$ cat src/rtl/phb_pkg.sv
// types, register addresses and helper functions of the host bridge config space
package phb_pkg;

	localparam int ADDR_W = 8;
	localparam int DATA_W = 8;
	localparam int DEPTH  = 256;
	localparam int SEG_W  = 4;

	// number of shadow segments that can ever go internal
	localparam int SHADOW_SEGMENTS = 4;

	typedef enum logic {
		REQ_READ  = 1'b0,
		REQ_WRITE = 1'b1
	} req_kind_t;

	// shadow mode held in register 0x53 bits 6:5
	typedef enum logic [1:0] {
		MODE_REXT_WINT = 2'd0,
		MODE_REXT_WEXT = 2'd1,
		MODE_RINT_WINT = 2'd2,
		MODE_RINT_WEXT = 2'd3
	} shadow_mode_t;

	// register addresses
	localparam logic [ADDR_W-1:0] ADDR_VID_LO = 8'h00;
	localparam logic [ADDR_W-1:0] ADDR_VID_HI = 8'h01;
	localparam logic [ADDR_W-1:0] ADDR_DID_LO = 8'h02;
	localparam logic [ADDR_W-1:0] ADDR_DID_HI = 8'h03;
	localparam logic [ADDR_W-1:0] ADDR_CMD_LO = 8'h04;
	localparam logic [ADDR_W-1:0] ADDR_CMD_HI = 8'h05;
	localparam logic [ADDR_W-1:0] ADDR_STS_LO = 8'h06;
	localparam logic [ADDR_W-1:0] ADDR_STS_HI = 8'h07;
	localparam logic [ADDR_W-1:0] ADDR_REV    = 8'h08;
	localparam logic [ADDR_W-1:0] ADDR_CLASS  = 8'h0B;
	localparam logic [ADDR_W-1:0] ADDR_CLS    = 8'h0C;
	localparam logic [ADDR_W-1:0] ADDR_HDR    = 8'h0E;
	localparam logic [ADDR_W-1:0] ADDR_RO_LO  = 8'h10;
	localparam logic [ADDR_W-1:0] ADDR_RO_HI  = 8'h4E;
	localparam logic [ADDR_W-1:0] ADDR_CFG50  = 8'h50;
	localparam logic [ADDR_W-1:0] ADDR_CFG51  = 8'h51;
	localparam logic [ADDR_W-1:0] ADDR_CFG52  = 8'h52;
	localparam logic [ADDR_W-1:0] ADDR_CFG53  = 8'h53;
	localparam logic [ADDR_W-1:0] ADDR_SHADOW = 8'h54;

	localparam logic [DATA_W-1:0] FUNC_ABSENT_DATA = 8'hFF;
	localparam logic [DATA_W-1:0] SHADOW_KEEP      = 8'hF0;

	typedef struct packed {
		logic              store;
		logic [DATA_W-1:0] value;
	} wr_filt_t;

	// value a byte holds after reset
	function automatic logic [DATA_W-1:0] reset_byte(input logic [ADDR_W-1:0] addr);
		logic [DATA_W-1:0] v;
		case (addr)
			ADDR_VID_LO: v = 8'h39;
			ADDR_VID_HI: v = 8'h10;
			ADDR_DID_LO: v = 8'h06;
			ADDR_DID_HI: v = 8'h04;
			ADDR_CMD_LO: v = 8'h07;
			ADDR_STS_LO: v = 8'h80;
			ADDR_STS_HI: v = 8'h02;
			ADDR_CLASS:  v = 8'h06;
			ADDR_CFG50:  v = 8'hBC;
			ADDR_CFG51:  v = 8'hFB;
			ADDR_CFG52:  v = 8'hAD;
			ADDR_CFG53:  v = 8'hFE;
			default:     v = '0;
		endcase
		return v;
	endfunction

	// write masking: read-only bytes, command and status forcing
	function automatic wr_filt_t write_filter(input logic [ADDR_W-1:0] addr,
			input logic [DATA_W-1:0] v);
		wr_filt_t f;
		f.store = 1'b1;
		f.value = v;
		case (addr) inside
			[ADDR_VID_LO:ADDR_DID_HI], [ADDR_REV:ADDR_CLS], ADDR_HDR,
			[ADDR_RO_LO:ADDR_RO_HI]: f.store = 1'b0;
			ADDR_CMD_LO: f.value = (v & 8'h42) | 8'h04;
			ADDR_CMD_HI: f.value = v & 8'h01;
			ADDR_STS_LO: f.value = '0;
			ADDR_STS_HI: f.value = 8'h02;
			default: f.value = v;
		endcase
		return f;
	endfunction

	// shadow map: bits 3:0 read internal, bits 7:4 write internal
	function automatic logic [2*SEG_W-1:0] build_map(input logic [1:0] mode,
			input logic [SEG_W-1:0] en);
		logic [SEG_W-1:0] rd;
		logic [SEG_W-1:0] wr;
		rd = '0;
		wr = '0;
		for (int d = 0; d < SEG_W; d++) begin
			if ((d < SHADOW_SEGMENTS) && en[d]) begin
				case (shadow_mode_t'(mode))
					MODE_REXT_WINT: wr[d] = 1'b1;
					MODE_RINT_WINT: begin
						rd[d] = 1'b1;
						wr[d] = 1'b1;
					end
					MODE_RINT_WEXT: rd[d] = 1'b1;
					default: ;
				endcase
			end
		end
		return {wr, rd};
	endfunction

endpackage

$ cat src/rtl/phb_req_if.sv
// request channel: one configuration access per transaction
interface phb_req_if;
	logic       valid;
	logic       ready;
	logic       req_type;
	logic [2:0] func_num;
	logic [7:0] reg_addr;
	logic [7:0] wdata;

	modport source (output valid, output req_type, output func_num, output reg_addr,
		output wdata, input ready);
	modport sink (input valid, input req_type, input func_num, input reg_addr,
		input wdata, output ready);
endinterface

$ cat src/rtl/phb_rsp_if.sv
// response channel: read byte and shadow map per transaction
interface phb_rsp_if;
	logic       valid;
	logic       ready;
	logic [7:0] rdata;
	logic [3:0] seg_read_internal;
	logic [3:0] seg_write_internal;
	logic       map_updated;

	modport source (output valid, output rdata, output seg_read_internal,
		output seg_write_internal, output map_updated, input ready);
	modport sink (input valid, input rdata, input seg_read_internal,
		input seg_write_internal, input map_updated, output ready);
endinterface

$ cat src/rtl/phb_ram.sv
// generic single-clock ram, one write and one registered read port
module phb_ram #(
	parameter int WIDTH = 8,
	parameter int DEPTH = 256
) (
	input  logic                     clk,
	input  logic                     we,
	input  logic [$clog2(DEPTH)-1:0] waddr,
	input  logic [WIDTH-1:0]         wdata,
	input  logic                     re,
	input  logic [$clog2(DEPTH)-1:0] raddr,
	output logic [WIDTH-1:0]         rdata
);

	logic [WIDTH-1:0] mem_q [DEPTH];

	// write port
	always_ff @(posedge clk) begin
		if (we) begin
			mem_q[waddr] <= wdata;
		end
	end

	// read port, data holds while re is low
	always_ff @(posedge clk) begin
		if (re) begin
			rdata <= mem_q[raddr];
		end
	end

endmodule

$ cat src/rtl/pci_host_bridge_config_shadow.sv
// host bridge configuration space with e-segment shadow map
//
//  channel | dir | handshake   | payload
//  --------+-----+-------------+-----------------------------------------------------
//  req     | in  | valid/ready | req_type, func_num, reg_addr, wdata
//  rsp     | out | valid/ready | rdata, seg_read_internal, seg_write_internal, map_updated
//
// the byte ram is read on the accepting edge; modify, write back and the load of the
// response register happen on the edge where the read stage moves on, held off while the
// response is stalled. one transaction per cycle is sustained while responses are taken; a write
// is forwarded to a read of the same byte accepted on the edge where the write is stored.
// reset clears per-byte valid bits, so unwritten bytes read their defaults; no clearing pass.
// a stalled response holds, and req.ready drops while both stages are full and the
// response is stalled.
module pci_host_bridge_config_shadow (
	input  logic          clk,
	input  logic          arst_n,
	phb_req_if.sink       req,
	phb_rsp_if.source     rsp
);

	logic                                     acc;
	logic                                     s1_adv;
	logic                                     s1_move;

	logic                                     s1_valid_q;
	logic                                     type_s1;
	logic [2:0]                               func_s1;
	logic [phb_pkg::ADDR_W-1:0]               addr_s1;
	logic [phb_pkg::DATA_W-1:0]               wdata_s1;
	logic                                     vld_s1;
	logic                                     fwd_hit_s1;
	logic [phb_pkg::DATA_W-1:0]               fwd_data_s1;

	logic [phb_pkg::DEPTH-1:0]                vld_q;
	logic [phb_pkg::DATA_W-1:0]               reg53_q;
	logic [2*phb_pkg::SEG_W-1:0]              map_q;

	logic                                     out_valid_q;
	logic [phb_pkg::DATA_W-1:0]               rdata_q;
	logic                                     upd_q;

	logic [phb_pkg::DATA_W-1:0]               ram_rdata;
	logic [phb_pkg::DATA_W-1:0]               cur_byte;
	logic [phb_pkg::DATA_W-1:0]               new_byte;
	logic [phb_pkg::DATA_W-1:0]               rdata_n;
	logic [2*phb_pkg::SEG_W-1:0]              map_n;
	phb_pkg::wr_filt_t                        filt;
	logic                                     is_wr;
	logic                                     ram_we;
	logic                                     upd;

	// handshake
	assign s1_adv    = !out_valid_q || rsp.ready;
	assign s1_move   = s1_valid_q && s1_adv;
	assign req.ready = !s1_valid_q || s1_adv;
	assign acc       = req.valid && req.ready;

	// byte store
	phb_ram #(
		.WIDTH (phb_pkg::DATA_W),
		.DEPTH (phb_pkg::DEPTH)
	) u_cfg_ram (
		.clk   (clk),
		.we    (ram_we),
		.waddr (addr_s1),
		.wdata (new_byte),
		.re    (acc),
		.raddr (req.reg_addr),
		.rdata (ram_rdata)
	);

	// current byte: forwarded write, stored byte or reset default
	always_comb begin
		if (fwd_hit_s1) begin
			cur_byte = fwd_data_s1;
		end else if (vld_s1) begin
			cur_byte = ram_rdata;
		end else begin
			cur_byte = phb_pkg::reset_byte(addr_s1);
		end
	end

	// modify step
	always_comb begin
		is_wr    = (func_s1 == 3'd0) && (type_s1 == phb_pkg::REQ_WRITE);
		filt     = phb_pkg::write_filter(addr_s1, wdata_s1);
		ram_we   = s1_move && is_wr && filt.store;
		new_byte = (is_wr && filt.store) ? filt.value : cur_byte;
		upd      = is_wr && (addr_s1 == phb_pkg::ADDR_SHADOW) &&
			((cur_byte & wdata_s1) != phb_pkg::SHADOW_KEEP);
		map_n    = upd ? phb_pkg::build_map(reg53_q[6:5], wdata_s1[7:4]) : map_q;
		rdata_n  = (func_s1 != 3'd0) ? phb_pkg::FUNC_ABSENT_DATA : new_byte;
	end

	// read stage
	always_ff @(posedge clk or negedge arst_n) begin
		if (!arst_n) begin
			s1_valid_q <= 1'b0;
		end else if (acc) begin
			s1_valid_q <= 1'b1;
		end else if (s1_adv) begin
			s1_valid_q <= 1'b0;
		end
	end

	always_ff @(posedge clk) begin
		if (acc) begin
			type_s1     <= req.req_type;
			func_s1     <= req.func_num;
			addr_s1     <= req.reg_addr;
			wdata_s1    <= req.wdata;
			vld_s1      <= vld_q[req.reg_addr];
			fwd_hit_s1  <= ram_we && (addr_s1 == req.reg_addr);
			fwd_data_s1 <= new_byte;
		end
	end

	// written-byte flags, mode mirror and shadow map
	always_ff @(posedge clk or negedge arst_n) begin
		if (!arst_n) begin
			vld_q   <= '0;
			reg53_q <= phb_pkg::reset_byte(phb_pkg::ADDR_CFG53);
			map_q   <= '0;
		end else if (s1_move) begin
			if (ram_we) begin
				vld_q[addr_s1] <= 1'b1;
			end
			if (ram_we && (addr_s1 == phb_pkg::ADDR_CFG53)) begin
				reg53_q <= new_byte;
			end
			map_q <= map_n;
		end
	end

	// response register
	always_ff @(posedge clk or negedge arst_n) begin
		if (!arst_n) begin
			out_valid_q <= 1'b0;
		end else if (s1_move) begin
			out_valid_q <= 1'b1;
		end else if (rsp.ready) begin
			out_valid_q <= 1'b0;
		end
	end

	always_ff @(posedge clk) begin
		if (s1_move) begin
			rdata_q <= rdata_n;
			upd_q   <= upd;
		end
	end

	assign rsp.valid              = out_valid_q;
	assign rsp.rdata              = rdata_q;
	assign rsp.seg_read_internal  = map_q[phb_pkg::SEG_W-1:0];
	assign rsp.seg_write_internal = map_q[2*phb_pkg::SEG_W-1:phb_pkg::SEG_W];
	assign rsp.map_updated        = upd_q;

endmodule

$ cat src/flat_wrapper.sv
// flat-port wrapper written by rule: the top's interface ports become plain ports
module pci_host_bridge_config_shadow_flat 
  (clk, arst_n, req_valid, req_req_type, req_func_num, req_reg_addr, req_wdata, req_ready, rsp_valid, rsp_rdata, rsp_seg_read_internal, rsp_seg_write_internal, rsp_map_updated, rsp_ready);
  phb_req_if req_i ();
  phb_rsp_if rsp_i ();
  input  logic clk;
  input  logic arst_n;
  input wire logic [$bits(req_i.valid)-1:0] req_valid;
  input wire logic [$bits(req_i.req_type)-1:0] req_req_type;
  input wire logic [$bits(req_i.func_num)-1:0] req_func_num;
  input wire logic [$bits(req_i.reg_addr)-1:0] req_reg_addr;
  input wire logic [$bits(req_i.wdata)-1:0] req_wdata;
  output wire logic [$bits(req_i.ready)-1:0] req_ready;
  output wire logic [$bits(rsp_i.valid)-1:0] rsp_valid;
  output wire logic [$bits(rsp_i.rdata)-1:0] rsp_rdata;
  output wire logic [$bits(rsp_i.seg_read_internal)-1:0] rsp_seg_read_internal;
  output wire logic [$bits(rsp_i.seg_write_internal)-1:0] rsp_seg_write_internal;
  output wire logic [$bits(rsp_i.map_updated)-1:0] rsp_map_updated;
  input wire logic [$bits(rsp_i.ready)-1:0] rsp_ready;
  assign req_i.valid = req_valid;
  assign req_i.req_type = req_req_type;
  assign req_i.func_num = req_func_num;
  assign req_i.reg_addr = req_reg_addr;
  assign req_i.wdata = req_wdata;
  assign req_ready = req_i.ready;
  assign rsp_valid = rsp_i.valid;
  assign rsp_rdata = rsp_i.rdata;
  assign rsp_seg_read_internal = rsp_i.seg_read_internal;
  assign rsp_seg_write_internal = rsp_i.seg_write_internal;
  assign rsp_map_updated = rsp_i.map_updated;
  assign rsp_i.ready = rsp_ready;
  pci_host_bridge_config_shadow u_core (.clk(clk), .arst_n(arst_n), .req(req_i), .rsp(rsp_i));
endmodule
$ cat config.mk
export PLATFORM = sky130hd
export DESIGN_NAME = pci_host_bridge_config_shadow_flat
export DESIGN_NICKNAME = d
export VERILOG_FILES = /design/src/rtl/phb_pkg.sv /design/src/rtl/phb_req_if.sv /design/src/rtl/phb_rsp_if.sv /design/src/rtl/phb_ram.sv /design/src/rtl/pci_host_bridge_config_shadow.sv /design/src/flat_wrapper.sv
export SDC_FILE = /design/constraint.sdc
export NUM_CORES = 2
export LEC_CHECK = 0
export ABC_AREA = 1
export BUFFER_PORTS_ARGS = -buffer_cell sky130_fd_sc_hd__buf_4
export CORE_ASPECT_RATIO = 2
export CORE_MARGIN = 4
export CORE_UTILIZATION = 63
export CTS_CLUSTER_SIZE = 40
export DETAILED_ROUTE_END_ITERATION = 16
export PLACE_DENSITY = 0.79
export SLEW_MARGIN = 20
export SYNTH_ARGS = -nofsm -noshare
export SYNTH_HDL_FRONTEND = slang
export SYNTH_HIERARCHICAL = 1
export SYNTH_SLANG_ARGS = --single-unit
$ cat constraint.sdc
create_clock -name clk -period 16.7 [get_ports clk]
set_clock_uncertainty 0.2 [all_clocks]
set_input_delay 2.505 -clock clk [delete_from_list [all_inputs] [get_ports clk]]
set_output_delay 2.505 -clock clk [all_outputs]
set_load 0.1 [all_outputs]
After elaboration in Yosys (flattened, before gate mapping)
Memory sizes are Yosys's and may differ from the RTL's. A register that Yosys moved wholly into a read port is not among the register bits.
Cells that the tools add are included.
{ "word_totals": {"regBits": 312, "ram_bits": 2048, "wordCells": 105, "memories": 1} }
{ "op_classes": {"order_cmp": 9, "eq_ne": 18, "muxes": 30, "bitwise": 2, "n_reduce_logical": 31} }
{ "memory_table": {"columns": ["name", "depth", "word_bits", "rd", "rd_ports_with_merged_regs", "wr", "line", "source"], "rows": [
  ["u_core.u_cfg_ram.mem_q", 256, 8, 1, 1, 1, "phb_ram.sv:15", "logic [WIDTH-1:0] mem_q [DEPTH];"]
]} }
{ "ops": {"columns": ["op", "n"], "rows": [
  ["bitwise OR 256 bit", 1],
  ["case mux 8 bit (11 select lines)", 1],
  ["two-way mux 8 bit", 8],
  ["== test 8 x 7 -> 1 bit, second input constant", 5],
  ["== test 8 x 3 -> 1 bit, second input constant", 4],
  ["two-way mux 1 bit", 19],
  ["< comparator 8 x 9 -> 1 bit, second input constant", 2],
  ["== test 8 x 2 -> 1 bit, second input constant", 2],
  ["== test 8 x 4 -> 1 bit, second input constant", 2],
  [">= comparator 8 x 1 -> 1 bit, second input constant", 2],
  ["logical AND 1 bit", 14],
  ["AND 8 bit", 1],
  ["binary-select mux 1 bit (select 8 bit)", 1],
  ["demux 1 bit (select 8 bit)", 1],
  ["== test 8 x 1 -> 1 bit, second input constant", 1],
  ["== test 8 bit", 1],
  [">= comparator 8 x 4 -> 1 bit, second input constant", 1],
  [">= comparator 8 x 5 -> 1 bit, second input constant", 1],
  ["<= comparator 8 x 2 -> 1 bit, second input constant", 1],
  ["<= comparator 8 x 4 -> 1 bit, second input constant", 1],
  ["<= comparator 8 x 7 -> 1 bit, second input constant", 1],
  ["logical NOT 8 bit", 1],
  ["inequality test 8 bit, second input constant", 1],
  ["AND reduction 2 bit", 3],
  ["other kinds (9)", 15]
]} }

Depth between registers and ports, before layout
{ "logic_depth": {"word_depth": 9, "depth_mapped": 17, "mapped_depth_nobuf": 16} }

Cells and area by module
The synthesis kept the hierarchy.
{ "by_module_without_submodules": {"columns": ["module", "instances", "cells_per_inst", "area_each_um2", "seq_area_each_um2"], "rows": [
  ["phb_ram", 1, 7003, 83476.3, 61739.2],
  ["pci_host_bridge_config_shadow", 1, 1475, 13639.3, 7880.1]
]} }

Least setup slack after synthesis
OpenSTA, ideal clock, no wires.
{ "synth_path": {"kind": "flip-flop to flip-flop", "start": "register u_core/addr_s1[3] (netlist bit)", "end": "register u_core/fwd_data_s1[2] (netlist bit), data pin", "setup_ns": 2.201, "arrival_time_ns": 11.278, "t_required_ns": 14.299, "setup_slack_ns": 3.021, "path_stages_with_launch": 9, "period_less_slack_ns": 13.679, "path_cell_list": "edfxtp_1 -> buf_2 -> nand2_2 -> o21ai_1 -> o21ai_1 -> a21oi_2 -> nand4_2 -> buf_4 -> o21ai_0"} }
{ "synth_between": {"elab_chain_cells": 7, "word_cells_on_any_way": 36} }
{ "synth_rtl": {"columns": ["item", "line", "source"], "rows": [
  ["start: declaration", "pci_host_bridge_config_shadow.sv:29", "logic [phb_pkg::ADDR_W-1:0] addr_s1;"],
  ["start signal: assignment", "pci_host_bridge_config_shadow.sv:111", "addr_s1 <= req.reg_addr;"],
  ["branches (longest 6 deep; another with >= comparator 8 x 5 -> 1 bit)", null, null],
  ["two-way mux 8 bit (*)", "pci_host_bridge_config_shadow.sv:89", "new_byte = (is_wr && filt.store) ? filt.value : cur_byte;"],
  ["via u_core.new_byte (one bit)", "pci_host_bridge_config_shadow.sv:45", "logic [phb_pkg::DATA_W-1:0] new_byte;"],
  ["end signal: assignment", "pci_host_bridge_config_shadow.sv:115", "fwd_data_s1 <= new_byte;"],
  ["end: declaration", "pci_host_bridge_config_shadow.sv:33", "logic [phb_pkg::DATA_W-1:0] fwd_data_s1;"]
]} }
Mark *: on every way through the listed nets, which the timed path passes.
A chain may end at the register's enable or synchronous reset.

==> run metrics <==
outcome=finished clean; Max VDD drop=0.0863 mV; Final HPWL DP=156000 um; largest net degree at the start of global routing=228; Clock Latency Late Sink=840 ps; first drt pass iteration count=7; Reg2Reg Depth=10; combinational power share=7.8%; post-synthesis sequential area ratio=71.7%; fraction of layout cells with a size suffix above 1=6.55%; most common flop cell mapped by yosys=edfxtp_1; Die Ht=563 um; Mapped Nets=8502; Synth Area in Adders=0%; Post-Route Setup TNS=0 ps; relative slew slack=15.3%; WP data arrival=7120 ps; synth unique cells=37; Pleak=37.7 nW; number of cells on the critical path=14; vias in the first global route=65151; Critical-path top delay cell=buf_4; synth top area cells=edfxtp_1 (65%), nand3_1 (11%), nand2_1 (9.0%); PwrDens=117 nW/um^2; RSZ-0062 raised after global routing=no; Hold Crit Class=reg -> reg; crit-path cells=buf_8 > inv_16 > buf_4 > buf_4 > nand2_1 > nand3_1 > nand3_1 > nand3_1 > nand3_1 > nand3_1 > nand3_1 > nand2_1 > nand2_1 > nand2_1; most common cell after layout, fill and taps aside=nand2_1; largest family of logic cells by synthesized area=simple AND/OR/NAND/NOR gates; Reg power frac=54.5%; Cell Rows=203; net switching power=2.83 mW; portion of netlist area occupied by mux cells=0%; vias after detailed routing=66858; final WL=270000 um; Root Buffer=clkbuf_16; Most Frequent Cell on Critical Path=nand3_1; Vias per Instance=6.45; endpoint type of the worst setup path=register; fillcell total=10280; GP Congestion=0.926; EDFF count, synth=2095; Post-CTS Setup Bufs=0; Placeable Area=153000 sq um; Final min period=6630 ps; Synth Instances=8478; full die area=161000 sq um; FFs w/ async S/R, synth=11.3%; Avg WL per Cell=26.0 um; worst hold margin=175 ps; cell taking the most area after synthesis=edfxtp_1; Chip Width=286 um; Least-Margin Pin Slew=1270 ps; Post-Synth Simple-Gate Area=21.8%; RR Endpoint=u_core/u_cfg_ram/mem_q[247][2]; post-synthesis cell area=97100 sq um; FF-to-FF setup slack=10490 ps; global-route wire length before repair=399000 um; Int Power=9.35 mW; H-tree levels=4; Syn. warnings=6; final setup vio count=0; R2R Path Start=u_core/addr_s1[4]; placed cell areas=97900 sq um; # IOs=43; xor/xnor cell area share of the yosys netlist=0.00902%; Net Sw Frac=23.2%; total of max-cap violations=0; worst path bufs/invs=4; commonest cells after routing, fill and taps aside=nand2_1 (2320), nand3_1 (2113), edfxtp_1 (2095); Critical Path Sink=u_core/u_cfg_ram/rdata[7]; CTS resizes=0; top-area cell type share of the netlist area=64.8%; FF/Latch Area=69600 sq um; final instance area=104000 sq um; Remaining Overflow, GRT=0; Area growth syn-to-layout=7.30%; Worst Path Max Fanout=213; Remaining DRCs=0; hold buffer count at CTS=0; Crit Path Class=in -> reg; Detail Route Antenna Nets=0; area of the multi-input gates=23900 sq um; Num CTS Buffers=195; DR iter-0 viols=9203; Clock Sinks=2363; CTS clock-pin slew for the worst setup and hold paths=70 ps; initial antenna violation count=6; Net count, final=8181; CTS tree=done; compound-cell area share of the yosys netlist=2.72%; Final Hold Viols=0; largest delay contributor family on the critical path=buffers and inverters; Clock Power Share=37.7%; Avg Cell Area, Syn=11.5 sq um; GRT Util Overall=33.0%; # port buffers=42; Req. time, crit path=17190 ps; final core occ=68.0%; starting density of the core=63.4%; fmax=0.151 GHz; final slew viol count=0; final period utilization=39.7%; slowest stage delay, CP=850 ps; CP startpoint kind=input pin; Yosys reg bits=2363; CTS max path bufs=4; CP Launch Point=req_reg_addr[0]
## final cells by class
| type | instances | area share, % |
|---|---|---|
| Antenna cell | 10 | 0.0240 |
| Sequential cell | 2363 | 66.8 |
| Inverter | 137 | 0.526 |
| Tap cell | 2050 | 2.46 |
| Clock buffer | 244 | 5.01 |
| Timing Repair Buffer | 137 | 1.16 |
| Multi-Input combinational cell | 5323 | 23.0 |
| Clock inverter | 103 | 1.05 |
## worst min path at each step
stage | startpoint | to | cells past startpoint
after detailed placement | u_core/vld_q[18] | u_core/vld_q[18] | 0
after global routing | u_core/vld_q[18] | u_core/vld_q[18] | 0
after floorplan | u_core/vld_q[110] | u_core/vld_q[110] | 2
after CTS | u_core/vld_q[22] | u_core/vld_q[22] | 0
after global placement | u_core/vld_q[25] | u_core/vld_q[25] | 0
final | u_core/vld_q[18] | u_core/vld_q[18] | 0
## cell families (layout without fill, tap and decap cells)
family                    count (synthesis)  after routing
and+or+nand+nor                        4894           4894
DFF                                    2363           2363
buffers and inverters                   792            621
AOI/OAI and AO/OA                       428            428
xor gates and xnor gates                  1              1
other                                     0             10
## routing by layer
metal | track usage [%] | routed length, um | vias up
met5 | 0 | 131 | -
met4 | 27.8 | 27400 | 6
met3 | 5.47 | 25500 | 1223
met2 | 54.6 | 133000 | 4390
met1 | 37.6 | 84200 | 32152
li1 | - | - | 29087
## power by group through the flow
stage	registers [mW]	clock network, mW	logic [mW]
finish	6.63	4.59	0.954
global route	6.63	4.86	1.01
global placement	6.76	0	0.901
detailed placement	6.76	0	0.927
CTS	6.63	4.63	0.932
floorplan	6.87	0	0.534
## cell usage after synthesis (39+ instances only)
| library cell | count |
|---|---|
| buf_1 | 51 |
| a31o_2 | 67 |
| o21ai_0 | 193 |
| clkbuf_1 | 246 |
| inv_1 | 125 |
| a21oi_1 | 59 |
| o21bai_1 | 39 |
| buf_4 | 49 |
| nand3_1 | 2113 |
| buf_2 | 290 |
| dfrtp_1 | 266 |
| edfxtp_1 | 2095 |
| nor2_1 | 410 |
| nand2_1 | 2323 |
## sequential cells by signal, summed over array words and instances, names as in the netlist
name,cells
u_core/reg53_q,2
u_core/rsp.valid,1
u_core/addr_s1,8
u_core/u_cfg_ram/rdata,8
u_core/s1_valid_q,1
u_core/map_q,8
u_core/fwd_hit_s1,1
u_core/fwd_data_s1,8
u_core/rsp.rdata,8
u_core/type_s1,1
u_core/vld_q,256
u_core/vld_s1,1
u_core/wdata_s1,8
u_core/rsp.map_updated,1
u_core/u_cfg_ram/mem_q,2048
u_core/func_s1,3
## per-stage QoR
stage / std cells / power [mW] / setup WS (ps)
2_1_floorplan: 8478 / 7.40 / 3020
3_3_place_gp: 10010 / 7.66 / 9200
3_5_place_dp: 10010 / 7.68 / 9150
4_1_cts: 10357 / 12.2 / 10000
5_1_grt: 10358 / 12.5 / 9940
6_report: 10367 / 12.2 / 10070
Note: power is estimated with default switching activity, not from simulation.
